===== src/hw/rtl/rtbr_pkg.sv =====
`default_nettype none
package rtbr_pkg;

	localparam int SUM_W             = 32;
	localparam int CNT_W             = 16;
	localparam int BYTE_W            = 8;
	localparam int LEVELS            = 1 << BYTE_W;
	localparam int THR_W             = 32;
	localparam int BIG_W             = 384;
	localparam int FRACTION_BITS_DEF = 16;
	localparam int POW_DEN           = 53805;
	localparam int POW_STEP          = 200;
	localparam int POW_BASE          = 2705;
	localparam int LIN_LAST_LEVEL    = 10;

	localparam logic [BYTE_W-1:0] ALPHA_BYTE = 8'hFF;
	localparam logic [BYTE_W-1:0] BLACK_BYTE = 8'h00;

	typedef logic [LEVELS-1:0][THR_W-1:0] thr_t;

	function automatic logic reaches(longint unsigned q, int k, int f,
	                                 logic [BIG_W-1:0] pden);
		logic [BIG_W-1:0]  lhs;
		logic [BIG_W-1:0]  rhs;
		longint unsigned   one;
		logic              res;
		one = longint'(1) << f;
		if (q >= one) begin
			res = 1'b1;
		end else if (q * 64'd10000000 <= (64'd31308 << f)) begin
			res = ((q * 64'd32946 + 64'd5 * one) >= (64'(k) * 64'd10 * one));
		end else if (k <= LIN_LAST_LEVEL) begin
			res = 1'b1;
		end else begin
			lhs = BIG_W'(1);
			for (int i = 0; i < 5; i++)
				lhs = lhs * BIG_W'(q);
			lhs = lhs * pden;
			rhs = BIG_W'(1);
			for (int i = 0; i < 12; i++)
				rhs = rhs * BIG_W'(POW_STEP * k + POW_BASE);
			rhs = rhs << (5 * f);
			res = (lhs >= rhs);
		end
		return res;
	endfunction

	// smallest quotient that reaches each output level
	function automatic thr_t thresholds(int f);
		thr_t              t;
		logic [BIG_W-1:0]  pden;
		longint unsigned   lo;
		longint unsigned   hi;
		longint unsigned   mid;
		pden = BIG_W'(1);
		for (int i = 0; i < 12; i++)
			pden = pden * BIG_W'(POW_DEN);
		t = '0;
		for (int k = 1; k < LEVELS; k++) begin
			lo = 0;
			hi = longint'(1) << f;
			for (int s = 0; s <= THR_W; s++) begin
				if (lo < hi) begin
					mid = (lo + hi) >> 1;
					if (reaches(mid, k, f, pden))
						hi = mid;
					else
						lo = mid + 1;
				end
			end
			t[k] = THR_W'(lo);
		end
		return t;
	endfunction

endpackage
`default_nettype wire


===== src/hw/rtl/rtbr_div.sv =====
`default_nettype none
module rtbr_div (
	input  wire logic                       clk,
	input  wire logic [rtbr_pkg::SUM_W-1:0] dividend,
	input  wire logic [rtbr_pkg::CNT_W-1:0] divisor,
	output logic      [rtbr_pkg::SUM_W-1:0] quotient
);

	localparam int SW = rtbr_pkg::SUM_W;
	localparam int CW = rtbr_pkg::CNT_W;

	logic [SW-1:0] nq_s  [0:SW];
	logic [CW-1:0] rem_s [0:SW];
	logic [CW-1:0] den_s [0:SW];

	always_ff @(posedge clk) begin
		nq_s[0]  <= dividend;
		rem_s[0] <= '0;
		den_s[0] <= divisor;
	end

	for (genvar j = 0; j < SW; j++) begin : g_step
		logic [CW:0] trial;
		logic [CW:0] diff;
		logic        ge;
		always_comb begin
			trial = {rem_s[j], nq_s[j][SW-1]};
			diff  = trial - {1'b0, den_s[j]};
			ge    = (trial >= {1'b0, den_s[j]});
		end
		always_ff @(posedge clk) begin
			rem_s[j+1] <= ge ? diff[CW-1:0] : trial[CW-1:0];
			nq_s[j+1]  <= {nq_s[j][SW-2:0], ge};
			den_s[j+1] <= den_s[j];
		end
	end

	assign quotient = nq_s[SW];

endmodule
`default_nettype wire


===== config.mk =====
export PLATFORM = sky130hd
export DESIGN_NAME = rtbr_div
export DESIGN_NICKNAME = d
export VERILOG_FILES = /design/src/hw/rtl/rtbr_pkg.sv /design/src/hw/rtl/rtbr_div.sv
export SDC_FILE = /design/constraint.sdc
export NUM_CORES = 2
export LEC_CHECK = 0
export ABC_CLOCK_PERIOD_IN_PS = 6850
export BUFFER_PORTS_ARGS = -buffer_cell sky130_fd_sc_hd__buf_2
export CELL_PAD_IN_SITES_DETAIL_PLACEMENT = 1
export CELL_PAD_IN_SITES_GLOBAL_PLACEMENT = 2
export CORE_ASPECT_RATIO = 1.5
export CORE_MARGIN = 2
export CORE_UTILIZATION = 46
export CTS_BUF_LIST = sky130_fd_sc_hd__clkbuf_16
export DETAILED_ROUTE_END_ITERATION = 6
export GPL_TIMING_DRIVEN = 0
export HOLD_SLACK_MARGIN = 0.03
export PLACE_DENSITY_LB_ADDON = 0.1
export SLEW_MARGIN = 5
export SYNTH_ARGS = -nofsm -noshare
export SYNTH_HDL_FRONTEND = slang
export SYNTH_SLANG_ARGS = --single-unit
export TNS_END_PERCENT = 5

===== constraint.sdc =====
create_clock -name clk -period 6.85 [get_ports clk]
set_clock_uncertainty 0.05 [all_clocks]
set_input_delay 0 -clock clk [delete_from_list [all_inputs] [get_ports clk]]
set_output_delay 0 -clock clk [all_outputs]
set_load 0.05 [all_outputs]

After elaboration in Yosys (flattened, before gate mapping). Memories as Yosys holds them, arrays and structs flattened. Index checks and enable logic that the tools add are counted. W data, S select, Z words.

Input bits: 49. Bits in registers: 0. Memories kept: 3. Memory bits (writable): 2112.

Memories: nq_s (words 33, bits a word 32, rd ports 33, clocked after memory_dff 0, write ports 33, line rtbr_div.sv:12) `logic [SW-1:0] nq_s [0:SW];`; den_s (words 33, bits a word 16, rd ports 32, clocked after memory_dff 0, write ports 33, line rtbr_div.sv:14) `logic [CW-1:0] den_s [0:SW];`; rem_s (words 33, bits a word 16, rd ports 32, clocked after memory_dff 0, write ports 33, line rtbr_div.sv:13) `logic [CW-1:0] rem_s [0:SW];`.

Magnitude comparators: 32. Muxes and demuxes: 32. Add/subtract/negate cells: 32.

Operator list (count): $ge A17 B16 Y1 (32); $mux W16 (32); $sub A16 B16 Y16 (32).

Longest topological paths before layout.
Depth in word-level cells: 2. Depth in mapped cells: 12.

Least setup slack after synthesis. Ideal clock, no wire load.

Path kind: reg-to-reg. From: memory den_s[0][145] (netlist name). To: memory rem_s[0][168] (netlist name). Arrival: 2610 ps. Period minus slack after synthesis: 2781 ps. Stages on the path, launching flop included: 13. Library setup time: 121 ps. Required time: 6679 ps. Path slack: 4069 ps. Cells stage by stage: dfxtp_1 > inv_1 > ha_1 > nor2b_4 > o31a_4 > o211ai_4 > a31o_1 > a21o_1 > a21oi_1 > or4_1 > buf_6 > buf_12 > mux2_4.

RTL lines (line): from (decl) (rtbr_div.sv:14); to (decl) (rtbr_div.sv:13).

==> run summary <==
Avg Vias per Cell = 4.99
row cnt = 176
# Post-CTS Setup Buffers = 0
Comb pwr share = 0.307
cts hold-fix bufs = 96
area delta synth->final = 14.3%
Clock Latency Late Sink = 820 ps
Switching Fraction = 0.320
number of synthesized flops with an enable pin = 0
CP Capture Type = flip-flop
endpoints failing setup = 0
# H-tree levels = 4
total CTS buffers = 183
CP arrival = 4200 ps
post_cts resized = 0
CTS tree = done
Power Dens Cells = 458 mW/mm^2
Die Height = 485 microns
sequential power share = 0.410
startpoint types = flip-flop
first-pass GRT wire length = 254,000 microns
Starting Density = 0.464
total area of sequential cells = 0.0413 sq mm
critical path required time = 7490 ps
Final min period = 3560 ps
pin count of the biggest net entering global routing = 17
CORE AREA = 0.153 sq mm
Die ar. = 0.158 sq mm
Seq/Total Area, Yosys = 0.582
hold slack = 262 ps
Worst-Margin Slew = 1240 ps
reported net switching power = 11.9 mW
critical path class = flip-flop to flip-flop
Multi-input gate area = 0.0270 sq mm
top cells by area, synth = dfxtp_1 (58%), ha_1 (8.8%), mux2_2 (4.1%), inv_1 (3.4%), xnor2_1 (2.7%)
Pint = 25.3 mW
Syn Nets = 6,954
setup TNS = 0 ps
share of the synthesized area in the top cell type = 0.582
Ys Warns = 0
Tcrit/Tclk final = 0.519
worst min path class = flip-flop to flip-flop
# fillers = 16,300
Mapped Avg Cell Area = 11.1 sq um
RSZ-0062 raised after global routing = no
crit path max fanout = 10
max-slew violation count = 0
Cells after Synth = 6,377
post-detail-place hpwl = 118,000 microns
CTS clock-pin slew for the worst setup and hold paths = 70 ps
Syn Std Cell Area = 0.0711 sq mm
Avg WL per Cell = 17.6 microns
outcome = finished, final reports clean
Leak Pwr = 36.6 nW
Top-Level Pins = 81
Cell variety after synth = 96
total congestion overflow = 0
f_max = 281 MHz
Slew headroom = 0.174
dominant synthesized flop cell = dfxtp_1
initial drt markers = 1,296
CTS root buf = clkbuf_16
# port buffers = 80
Layout Nets = 7,315
DRT Pass-1 Iters = 5
Post-Route WL = 158,000 microns
max-cap violations = 0
DIE WIDTH = 325 microns
Peak VDD IR = 0.000332 V
initial antenna violation count = 3
share of cells above drive strength 1 = 0.105
async set-reset flop share out of synthesis = 0
DRC = 0
GP Congestion = 0.847
Antenna Violating Nets Remaining = 0
clock power share = 0.283
final hold vios = 0
Synth Register Bits = 2,064
GRT Total Usage = 0.201
CTS max path bufs = 3
via count = 44,600
number of global-route vias before repair = 48,600
CTS Sinks = 2,064
Synth area leader = dfxtp_1
[registers in the layout, summed over array words and instances (netlist names)]
register,count
nq_s,1056
den_s,512
rem_s,496
[area by class of cell]
class | instances | share of cell area
flip-flops and latches | 2064 | 0.509
multi-input cells | 3597 | 0.332
clock buffers | 183 | 0.0564
well taps | 2047 | 0.0315
inverters | 640 | 0.0296
clock inverters | 154 | 0.0202
repair buffers | 176 | 0.0168
plain buffers | 76 | 0.00464
diodes | 1 | 0.0000308
[cell usage in the layout (no fill, tap or decap), types with 126 or more instances in the layout]
cell type / synthesis / routed
nand2_1: 285 / 285
xnor2_1: 217 / 217
a21oi_1: 321 / 321
dfxtp_1: 2064 / 2064
clkbuf_16: 0 / 183
a21o_1: 126 / 126
o21ai_0: 291 / 291
ha_1: 498 / 498
nor2_1: 333 / 333
mux2_2: 257 / 257
xor2_1: 131 / 131
inv_1: 637 / 660
[synthesized netlist by cell type, types with 15 or more instances]
cell type and instances:
a2111oi_0 20, a211o_1 15, a211oi_1 41, a21boi_0 22
a21o_1 126, a21oi_1 321, a31oi_1 30, and2_1 33
and3_1 42, buf_2 24, clkbuf_1 43, dfxtp_1 2064
fa_1 30, ha_1 498, inv_1 637, mux2_2 257
mux2i_1 41, nand2_1 285, nand2b_1 60, nand3_1 110
nand4_1 61, nor2_1 333, nor2b_1 81, nor3_1 92
nor4_1 30, o2111ai_1 18, o211ai_1 33, o21a_1 83
o21ai_0 291, o21bai_1 38, o31a_1 22, o31ai_1 31
or2_2 17, or3_1 41, xnor2_1 217, xor2_1 131
[per-layer routing]
layer | track usage | vias to the layer above | routed length (microns) | part of all wire
li1 | - | 22400 | - | -
met4 | 0.0813 | 0 | 5740 | 0.036
met5 | 0 | - | 0 | 0
met1 | 0.209 | 21500 | 60800 | 0.39
met3 | 0.0272 | 294 | 3650 | 0.023
met2 | 0.401 | 457 | 87500 | 0.56
[critical path, stage by stage (launching register included)]
cell and delay (ps):
dfxtp_1 440, inv_1 70, ha_1 350, nand3_1 120
or2_2 320, nor3_1 450, nor4_1 80, a21oi_1 750
buf_2 420, mux2_2 380
[through the flow]
| stage | instances | area, sq um | power [mW] | util | worst slack (ps) |
|---|---|---|---|---|---|
| 3_5_place_dp | 8504 | 74000 | 27.0 | 0.483 | 3210 |
| 3_3_place_gp | 8504 | 74000 | 26.7 | 0.483 | 3250 |
| 6_report | 8938 | 81200 | 37.2 | 0.530 | 3290 |
| 2_1_floorplan | 6377 | 71100 | 23.9 | - | 4070 |
| 4_1_cts | 8937 | 81200 | 37.8 | 0.530 | 3190 |
| 5_1_grt | 8938 | 81200 | 39.7 | 0.530 | 2940 |
[kinds of logic after synthesis]
logic type               share of synthesized area
flip-flops                                   0.582
AND/OR/NAND/NOR                             0.0836
AO/OA/AOI/OAI                                0.109
buffers and inverters                       0.0391
adder cells (fa/ha/maj)                     0.0962
XOR/XNOR                                    0.0429
multiplexers                                0.0480
[power groups by stage]
stage	registers [mW]	logic, mW	clock network [mW]
finish	15.3	11.4	10.5
global route	15.5	12.9	11.4
CTS	15.3	11.6	10.9
detailed placement	15.6	11.4	0
global placement	15.5	11.2	0
floorplan	15.2	8.72	0
[worst paths after layout]
path | start | end | slack [ps] | cells past startpoint
max reg2reg | den_s[0][361] | rem_s[0][376] | 3290 | 9
min reg2reg | nq_s[1][6] | nq_s[2][7] | 260 | 0
max | den_s[0][361] | rem_s[0][376] | 3290 | 9
min | nq_s[1][6] | nq_s[2][7] | 260 | 0
No activity file was read; power rests on OpenSTA's default activity.
