**src/hw/rtl/rtbr_pkg.sv**
```systemverilog
`default_nettype none
package rtbr_pkg;

	localparam int SUM_W             = 32;
	localparam int CNT_W             = 16;
	localparam int BYTE_W            = 8;
	localparam int LEVELS            = 1 << BYTE_W;
	localparam int THR_W             = 32;
	localparam int BIG_W             = 384;
	localparam int FRACTION_BITS_DEF = 16;
	localparam int POW_DEN           = 53805;
	localparam int POW_STEP          = 200;
	localparam int POW_BASE          = 2705;
	localparam int LIN_LAST_LEVEL    = 10;

	localparam logic [BYTE_W-1:0] ALPHA_BYTE = 8'hFF;
	localparam logic [BYTE_W-1:0] BLACK_BYTE = 8'h00;

	typedef logic [LEVELS-1:0][THR_W-1:0] thr_t;

	function automatic logic reaches(longint unsigned q, int k, int f,
	                                 logic [BIG_W-1:0] pden);
		logic [BIG_W-1:0]  lhs;
		logic [BIG_W-1:0]  rhs;
		longint unsigned   one;
		logic              res;
		one = longint'(1) << f;
		if (q >= one) begin
			res = 1'b1;
		end else if (q * 64'd10000000 <= (64'd31308 << f)) begin
			res = ((q * 64'd32946 + 64'd5 * one) >= (64'(k) * 64'd10 * one));
		end else if (k <= LIN_LAST_LEVEL) begin
			res = 1'b1;
		end else begin
			lhs = BIG_W'(1);
			for (int i = 0; i < 5; i++)
				lhs = lhs * BIG_W'(q);
			lhs = lhs * pden;
			rhs = BIG_W'(1);
			for (int i = 0; i < 12; i++)
				rhs = rhs * BIG_W'(POW_STEP * k + POW_BASE);
			rhs = rhs << (5 * f);
			res = (lhs >= rhs);
		end
		return res;
	endfunction

	// smallest quotient that reaches each output level
	function automatic thr_t thresholds(int f);
		thr_t              t;
		logic [BIG_W-1:0]  pden;
		longint unsigned   lo;
		longint unsigned   hi;
		longint unsigned   mid;
		pden = BIG_W'(1);
		for (int i = 0; i < 12; i++)
			pden = pden * BIG_W'(POW_DEN);
		t = '0;
		for (int k = 1; k < LEVELS; k++) begin
			lo = 0;
			hi = longint'(1) << f;
			for (int s = 0; s <= THR_W; s++) begin
				if (lo < hi) begin
					mid = (lo + hi) >> 1;
					if (reaches(mid, k, f, pden))
						hi = mid;
					else
						lo = mid + 1;
				end
			end
			t[k] = THR_W'(lo);
		end
		return t;
	endfunction

endpackage
`default_nettype wire

```
**src/hw/rtl/rtbr_encode.sv**
```systemverilog
`default_nettype none
module rtbr_encode #(
	parameter int FRACTION_BITS = rtbr_pkg::FRACTION_BITS_DEF
) (
	input  wire logic                        clk,
	input  wire logic [rtbr_pkg::SUM_W-1:0]  q,
	output logic      [rtbr_pkg::BYTE_W-1:0] level
);

	localparam int SW = rtbr_pkg::SUM_W;
	localparam int BW = rtbr_pkg::BYTE_W;
	localparam rtbr_pkg::thr_t THR = rtbr_pkg::thresholds(FRACTION_BITS);

	logic [SW-1:0] q_s   [1:BW];
	logic [BW-1:0] acc_s [1:BW];

	for (genvar i = 0; i < BW; i++) begin : g_bit
		logic [SW-1:0] src_q;
		logic [BW-1:0] src_acc;
		logic [BW-1:0] cand;
		logic          hit;
		if (i == 0) begin : g_first
			assign src_q   = q;
			assign src_acc = '0;
		end else begin : g_next
			assign src_q   = q_s[i];
			assign src_acc = acc_s[i];
		end
		always_comb begin
			cand = src_acc | (BW'(1) << (BW - 1 - i));
			hit  = (src_q >= SW'(THR[cand]));
		end
		always_ff @(posedge clk) begin
			q_s[i+1]   <= src_q;
			acc_s[i+1] <= hit ? cand : src_acc;
		end
	end

	assign level = acc_s[BW];

endmodule
`default_nettype wire

```
**config.mk**
```make
export PLATFORM = sky130hd
export DESIGN_NAME = rtbr_encode
export DESIGN_NICKNAME = d
export VERILOG_FILES = /design/src/hw/rtl/rtbr_pkg.sv /design/src/hw/rtl/rtbr_encode.sv
export SDC_FILE = /design/constraint.sdc
export NUM_CORES = 1
export LEC_CHECK = 0
export ABC_AREA = 1
export BUFFER_PORTS_ARGS = -buffer_cell sky130_fd_sc_hd__buf_4
export CORE_ASPECT_RATIO = 0.8
export CORE_MARGIN = 2
export CORE_UTILIZATION = 52
export DETAILED_ROUTE_END_ITERATION = 7
export PLACE_DENSITY = 0.69
export SLEW_MARGIN = 10
export SYNTH_ARGS = -nofsm -noshare
export SYNTH_HDL_FRONTEND = slang
export SYNTH_SLANG_ARGS = --single-unit
```
**constraint.sdc**
```tcl
create_clock -name clk -period 4.2 [get_ports clk]
set_input_delay 0.63 -clock clk [delete_from_list [all_inputs] [get_ports clk]]
set_output_delay 0.63 -clock clk [all_outputs]
set_load 0.1 [all_outputs]
```
---- Word-level counts from Yosys, hierarchy flattened ----
Memory sizes are Yosys's and may differ from the RTL's.
Index checks and enable logic that the tools add are counted.
word-level totals
  register bits after elaboration ......... 0
  RAM bits ................................ 320
  ROM bits ................................ 28672
  input port bits ......................... 33
  output and inout bits ................... 8
  word-level logic and storage cells ...... 39
  memories ................................ 9
operators by class
  $lt $le $gt $ge ......................... 15
  multiplexer cells ....................... 15
memory list
  memory           depth  bits a word  read ports  clocked after memory_dff  write ports  line               text
  (no name shown)  128    32           1           0                         0            rtbr_encode.sv:31  hit = (src_q >= SW'(THR[cand]));
  (no name shown)  128    32           1           0                         0            rtbr_encode.sv:31
  (no name shown)  128    32           1           0                         0            rtbr_encode.sv:31
  (no name shown)  128    32           1           0                         0            rtbr_encode.sv:31
  (no name shown)  128    32           1           0                         0            rtbr_encode.sv:31
  (no name shown)  128    32           1           0                         0            rtbr_encode.sv:31
  +3 memories      --     --           --          --                        --           --
operators with widths
  kind                                                                  number
  greater-or-equal comparator 32 bit                                    7
  2-to-1 mux 32 bit                                                     7
  less-than comparator 8 x 9 -> 1 bit (second input constant)           7
  greater-or-equal comparator 32 x 14 -> 1 bit (second input constant)  1
  2-to-1 mux 8 bit                                                      1
  2-to-1 mux 7 bit                                                      1
  2-to-1 mux 6 bit                                                      1
  2-to-1 mux 5 bit                                                      1
  2-to-1 mux 4 bit                                                      1
  2-to-1 mux 3 bit                                                      1
  2-to-1 mux 2 bit                                                      1
  2-to-1 mux 1 bit                                                      1

---- Longest topological paths before layout ----
Gate-level depths: netlist of run 1.
An unclocked memory read counts as a cell.
  word-level depth ........................ 5
  mapped depth ............................ 21
  mapped depth without buffers ............ 19

---- Worst setup path after synthesis of run 1 ----
No wires, ideal clock.
  path kind ............................... register -> register
  start point ............................. register acc_s[0][57] (netlist name)
  end point ............................... register acc_s[0][64] (netlist name)
  library setup time ...................... 0.127 ns
  arrival time ............................ 2.496 ns
  data required time ...................... 4.073 ns
  setup slack ............................. 1.577 ns
  cell stages (with the launch flop) ...... 18
  path buffers ............................ 2
  period minus slack after synthesis ...... 2.623 ns
  cells stage by stage .................... dfxtp_1 -> buf_2 -> inv_1 -> ha_1 -> buf_2 -> nand2_1 -> nand2_2 -> nand2_1 -> nand3_1 -> o21ai_0 -> nand2_1 -> nand3_1 -> nand2_1 -> ha_1 -> a21oi_1 -> o21ai_0 -> a21oi_1 -> nand4_1

==> results by group, run 1 <==
Status
  – Status: finished, final reports clean

STA
  – Min Hold Slack: between 0.15 and 0.2 ns
  – Pins Over Slew Limit: 0
  – RSZ-0062 raised after global routing: no
  – Worst-Margin Slew: 0.878 ns
  – Tmin final: approximately 3.4 ns
  – Endpoints failing setup: 0
  – Clk_skew: 0.0162 ns
  – Max Clk Rate: 0.294 GHz
  – Final period util: approximately 81%
  – Setup TNS: 0 ns
  – Max transition margin: 41.4%
  – Endpoints failing hold: 0

Setup path
  – Worst setup EP type: flop
  – Reg-to-reg critical path startpoint: acc_s[0][57]
  – CP arrival: roughly 3.8 ns
  – Kind of critical path: flop to flop
  – Worst-path fanout max: 14
  – FF-to-FF path depth: 15
  – Reg2reg setup slack: roughly 0.8 ns
  – Worst setup SP type: flop
  – Critical R2R Capture: acc_s[0][64]
  – Worst path required time: approximately 4.6 ns
  – Critical path origin: acc_s[0][57]

GRT
  – Tot GR Track Use: a little over a quarter
  – First-pass GRT wire length: ~55 mm
  – Number of global-route vias before repair: approximately 11000
  – Antenna violations before repair: 0
  – Largest net degree at the start of global routing: 54
  – GRT Residual Overflow: 0

Hold path
  – Worst Hold Class: primary input to flop
  – Hold EP: q_s[0][32]
  – Hold_sp: q[0]
  – Hold path cells: 1

Place
  – Post-DP HPWL: roughly 26 mm
  – Global placement routability congestion: between 1 and 1.5
  – IO buf count: 40

Detailed routing
  – Wire per inst: ~17 um
  – Drt first pass iters: 6
  – Via density: around 5.8
  – Drt total wl: roughly 35 mm
  – Vias: about 12000
  – # DRC: 0
  – Initial DRC count: 1755
  – Antenna Nets Post-Route: 0

Layout
  – Area Overhead vs Synth: 11.1%
  – Final net count: between 1500 and 2000
  – Share of post-route cells with drive strength above 1: 6.91%
  – Ant diodes: 0

Floorplanning
  – Row count: about 50
  – Die Y: 144 um
  – Ports: a little over 40
  – Core area: roughly 24000 um^2
  – Die Area: 25900 um^2
  – Die extent in x: around 180 um
  – Initial Util: 52.7%

Clock network
  – Sinks on Clock Net: between 200 and 300
  – Post-CTS setup buffers: 0
  – CTS clk-pin slew, worst paths: 0.07 ns
  – Clock buffer depth: 3
  – Post-cts resize count: 0
  – Cts hold-fix bufs: 0
  – CTS tree: yes
  – Root buf cell: clkbuf_16
  – Clk_lat worst skew: approximately 0.54 ns
  – Num CTS Buffers: 26
  – H-tree depth: 1

Synth
  – Cell variety after synth: between 40 and 50
  – Syn Std Cell Area: between 10000 and 15000 um^2
  – Number of synthesized flops with an enable pin: 0
  – Top_reg_cell synth: dfxtp_1
  – Sequential-to-total area share from yosys stat: 40.7%
  – Mean post-synth cell area: about 7.6 um^2
  – Flops & latches, synth: between 200 and 300
  – Post-synthesis net count: 1852
  – Synth warnings: 0
  – Post-synth ARST share: 0%
  – Synthesized instance count: approximately 1700

Power
  – Worst vdd ir: 0.502 mV
  – Pwr Density: approximately 370 nW/um^2
  – Leak Pwr: 6.98 nW

Flow run
  – Max-cap violations: 0
-- how the worst max path moves through the flow --
stage | to | depth (start not counted)
floorplan | acc_s[0][64] | 17
global route | acc_s[0][64] | 13
finish | acc_s[0][64] | 15
detailed placement | acc_s[0][64] | 15
CTS | acc_s[0][64] | 13
global placement | acc_s[0][64] | 13
-- per-stage QoR --
stage               setup WS, ns  power (mW)  area [um^2]  instances  utilization, %
floorplan                   1.58        2.76        12800       1675               -
global placement            1.07        2.82        13300       1982            54.7
detailed placement         0.929        2.83        13300       1982            54.7
CTS                        0.919        5.26        14200       2026            58.5
global route               0.565        5.41        14200       2026            58.5
finish                     0.802        5.21        14200       2026            58.5
-- registers in the layout, indices dropped and copies added, names as in the netlist --
register and cells:
q_s 224, acc_s 36
-- layout make-up --
type	instances	area, um^2
Fill cell	2211	10100
Multi-Input combinational cell	1226	6770
Tap cell	318	398
Inverter	120	450
Clock inverter	10	179
Timing Repair Buffer	58	448
Sequential cell	260	5200
Clock buffer	34	751
-- kinds of logic after synthesis --
kind of cell	Yosys count	synth area share [%]
compound gates	268	11.7
fa+ha+maj	144	14.1
buf+inv	189	6.33
flops	260	40.7
simple gates	814	27.1
-- critical path: stages (launching register included) --
cell	delay (ns)
dfxtp_1	0.68
inv_1	0.30
ha_1	0.54
nand2_1	0.16
nand2_2	0.18
nand2_1	0.15
nand3_1	0.13
o21ai_0	0.09
nand2_1	0.07
nand3_1	0.06
nand2_1	0.10
ha_1	0.26
a21oi_1	0.15
o21ai_0	0.09
a21oi_1	0.20
nand4_1	0.10
-- cell usage after synthesis (all sizes together), types with 9 or more instances --
cell type	instances	area, um^2
o21ai	95	475
o22ai	12	75.1
o21a	11	82.6
o211ai	15	113
ha	144	1800
nand4	32	200
nor4	9	56.3
dfxtp	260	5200
a21oi	105	526
a31oi	10	62.6
nand2	412	1580
nand3	171	856
clkbuf	22	83.8
nor2	159	599
buf	47	275
inv	118	443
nor3	19	95.1
-- report_power, final --
part / leakage [nW] / switching (mW) / internal (mW)
Clock: 0.460 / 0.934 / 1.50
Combinational: 4.34 / 0.0666 / 0.0694
Sequential: 2.18 / 0.0592 / 2.58
-- placed cells by master, fill, tap and decap left out, types with 5 or more instances in the layout --
cell type  count
nand2_1      403
dfxtp_1      260
nand3_1      171
nor2_1       158
ha_1         144
inv_1        114
a21oi_1      105
o21ai_0       94
buf_4         57
nand4_1       32
clkbuf_16     26
nor3_1        19
o211ai_1      15
o22ai_1       12
o21a_1        11
a31oi_1       10
nor4_1         9
nand2_2        7
clkbuf_8       7
a22oi_1        5
-- metal layers --
metal	vias to the layer above	global-route usage, %	wire length, um
li1	5669	-	-
met1	5261	35.4	14500
met2	678	42.7	15200
met3	158	5.91	3470
met4	0	12.3	1680
met5	-	0	0
Note: power is estimated with default switching activity, not from simulation.
==> run 2, diff against run 1 <==
Settings changed: ABC_AREA 1 to 0.
Clock period 4.2 ns to 3.3 ns, I/O delays scaled along.
==> run 2 against run 1 <==
Against the previous run:
- via count increased by 1.6%
- hold slack worse by 0.12 ns
- count of clock-buffer cells in the layout increased by 2
- clock power up 24%
- core utilization increased by 4.0 points
- maximum frequency grew 6.4%
- final cell count fell by 5.0%
- critical endpoint unchanged
- largest power group unchanged
==> results by group, run 2 <==
GRT
  – Number of global-route vias before repair: about 11000
  – Antenna violations before repair: 1
  – First-pass GRT wire length: between 60 and 70 mm
  – GRT Residual Overflow: 0
  – Tot GR Track Use: a little under a third
  – Largest net degree at the start of global routing: 49

Detailed routing
  – Initial DRC count: 1553
  – # DRC: 0
  – Antenna Nets Post-Route: 0
  – Via density: 6.21
  – Vias: 11957
  – Wire per inst: roughly 21 um
  – Drt first pass iters: 5
  – Drt total wl: 40.9 mm

Layout
  – Layout Cells excl Fill: about 1900
  – Commonest non-fill, non-tap cell in the layout: dfxtp_1
  – Max FFs per register: ~220
  – Most frequent cells in the layout: dfxtp_1 (254), buf_4 (191), ha_1 (139)
  – Most flop-heavy register: q_s
  – Share of post-route cells with drive strength above 1: roughly a fifth
  – Area taken by multi-input logic gates: 7410 um^2
  – Area Overhead vs Synth: 19.0%
  – Ant diodes: 0
  – Filler cell count: 2145
  – Regs by FF count: q_s (224), acc_s (36)
  – Register area: ~5200 um^2
  – Layout Cell Area excl Fill: approximately 16000 um^2
  – Final Core Density: a little over three fifths
  – Final net count: ~1800

Synth
  – Cell variety after synth: between 70 and 80
  – Top cells by area, synth: dfxtp_1 (39%), ha_1 (14%), a21oi_1 (3.9%), o21ai_0 (3.9%), nor2_1 (2.9%)
  – Flops & latches, synth: 260
  – Synth warnings: 0
  – Area leader, netlist: dfxtp_1
  – Post-synthesis net count: 1644
  – Synthesized instance count: 1467
  – Post-synthesis mux area share: between 2 and 3%
  – Number of synthesized flops with an enable pin: 0
  – Syn Std Cell Area: about 13000 um^2
  – Top cells by count, synth: dfxtp_1 (260), ha_1 (144), a21oi_1 (104), o21ai_0 (104), nor2_1 (102)
  – Sequential-to-total area share from yosys stat: between 30 and 40%
  – Synth Area in Compound Gates: 23.3%
  – Adder-cell share of the synthesized area: 13.6%
  – Top_reg_cell synth: dfxtp_1
  – Simple-gate share of the synthesized area: between 10% and 20%
  – Post-synth ARST share: 0%
  – Mean post-synth cell area: between 9 and 10 um^2
  – Synth top area share: around two fifths
  – Largest family of logic cells by synthesized area: compound AO/OA/AOI/OAI gates
  – Top-count cell post-synth: dfxtp_1
  – Synth Area in XOR/XNOR: less than 1%

Clock network
  – Num CTS Buffers: 26
  – Clk_lat worst skew: ~0.53 ns
  – CTS clk-pin slew, worst paths: about 0.070 ns
  – Clock buffer depth: 3
  – Sinks on Clock Net: 260
  – CTS tree: yes
  – Root buf cell: clkbuf_16
  – H-tree depth: 1
  – Cts hold-fix bufs: 0

Power
  – Register share of total power: just over 50%
  – Worst vdd ir: roughly 0.46 mV
  – Leak Pwr: roughly 7 nW
  – Switch Pwr: between 1 and 1.5 mW
  – Cell-internal power: 5.15 mW
  – Comb pwr share: 2.6%
  – Sw Ratio: roughly a fifth
  – Clock power share: between 40% and 50%
  – Pwr Density: between 400 and 500 nW/um^2

STA
  – Tmin final: 3.19 ns
  – Clk_skew: between 0.02 and 0.03 ns
  – Worst-Margin Slew: approximately 0.70 ns
  – Pins Over Slew Limit: 0
  – Final period util: 96.8%
  – Post-route setup slack: approximately 0.11 ns
  – Endpoints failing hold: 0
  – Min Hold Slack: between 0.07 and 0.08 ns
  – Endpoints failing setup: 0
  – Max transition margin: between 50 and 60%
  – Max Clk Rate: 0.313 GHz

Setup path
  – Worst-path fanout max: 6
  – FF-to-FF path depth: 14
  – Critical path's slowest cell: mux4_2
  – Kind of critical path: flop to flop
  – Reg-to-reg critical path startpoint: acc_s[0][58]
  – Crit path buf inv count: 2
  – Worst setup SP type: flop
  – Critical path origin: acc_s[0][58]
  – Crit path cell chain: inv_2, ha_4, nand2b_4, o21ai_0, mux4_2, nor2_2, a211oi_2, buf_4, ha_1, nand2b_1, a2111oi_2, o311ai_1, a311oi_1, o21ai_1
  – Critical path's top delay family: compound AO/OA/AOI/OAI gates
  – Worst path depth: 14
  – Critical R2R Capture: acc_s[0][64]
  – Worst setup EP type: flop
  – Worst path required time: 3.71 ns
  – CP arrival: 3.61 ns
  – Worst setup path end: acc_s[0][64]
  – Reg2reg setup slack: roughly 0.11 ns
  – Crit path largest cell delay: approximately 0.50 ns

Place
  – Dpl ws: -0.0540 ns
  – Dpl cell area: between 10000 and 15000 um^2
  – Post-DP HPWL: 30.8 mm
  – Global placement routability congestion: approximately 1.0
  – Cells after DPL: about 1900
  – IO buf count: 40

Floorplanning
  – Core area: about 25000 um^2
  – Die Area: between 20000 and 30000 um^2
  – Initial Util: between 50% and 60%
  – Row count: 52
  – Ports: between 40 and 50
  – Die Y: approximately 150 um
  – Die extent in x: about 180 um

Status
  – Status: finished, final reports clean

Flow run
  – Max-cap violations: 0

Hold path
  – Worst Hold Class: primary input to flop
run 2: changes by cell type after synthesis, moves of 19 or more:
cell      before  now
nand2_1      403   91
nand3_1      171   27
inv_1        114   44
nor2_1       158  102
a211oi_1       1   39
clkbuf_1      21   59
nand2b_1       0   38
nor2b_1        1   27
a21o_1         1   26
mux2i_1        0   20
nor4_1         9   28
run 2: metal layers:
metal	up-vias	share of wire (%)	GRT usage (%)
li1	5678	-	-
met1	5549	47	45.9
met2	631	40	43.2
met3	99	9.7	6.29
met4	0	3.0	7.22
met5	-	0	0
run 2: timing repair:
action                                  in CTS  in global routing
gates cloned                                 0                  0
endpoints found under the setup margin       1                  2
endpoints found under the hold margin        0                  0
setup buffers                                0                  1
pin swaps                                    1                  8
gates resized for setup                      5                 30
run 2: power by group through the flow:
stage	Sequential (mW)	Clock [mW]	Combinational (mW)
6_report	3.37	3.01	0.167
5_1_grt	3.38	3.19	0.190
4_1_cts	3.37	3.05	0.166
3_5_place_dp	3.44	0	0.161
3_3_place_gp	3.43	0	0.152
2_1_floorplan	3.40	0	0.0976
run 2: worst min path at each step:
| stage | start | endpoint | slack, ns | depth (start not counted) |
|---|---|---|---|---|
| 3_3_place_gp | q_s[0][81] | q_s[0][113] | 0.33 | 0 |
| 5_1_grt | q[0] | q_s[0][32] | 0.05 | 1 |
| 6_report | q[1] | q_s[0][33] | 0.07 | 1 |
| 3_5_place_dp | q_s[0][81] | q_s[0][113] | 0.34 | 0 |
| 4_1_cts | q[0] | q_s[0][32] | 0.05 | 1 |
| 2_1_floorplan | q_s[0][81] | q_s[0][113] | 0.32 | 0 |
run 2: final cells by class:
cell class | count | share of cell area (%)
inverter | 45 | 1.07
timing repair buffer | 203 | 10.5
sequential | 260 | 33.1
clock inverter | 10 | 0.826
multi-input combinational | 1047 | 47.1
tap | 324 | 2.57
clock buffer | 36 | 4.82
run 2: kinds of logic after synthesis:
group / Yosys count
fa+ha+maj: 144
compound gates: 463
xor+xnor: 5
flops: 260
buf+inv: 160
mux: 30
simple gates: 405
run 2: metrics by stage:
step	total power [mW]	setup TNS [ns]
6_report	6.54	0
5_1_grt	6.76	-0.00870
4_1_cts	6.59	0
3_5_place_dp	3.60	-0.0540
3_3_place_gp	3.58	-0.0242
2_1_floorplan	3.50	0
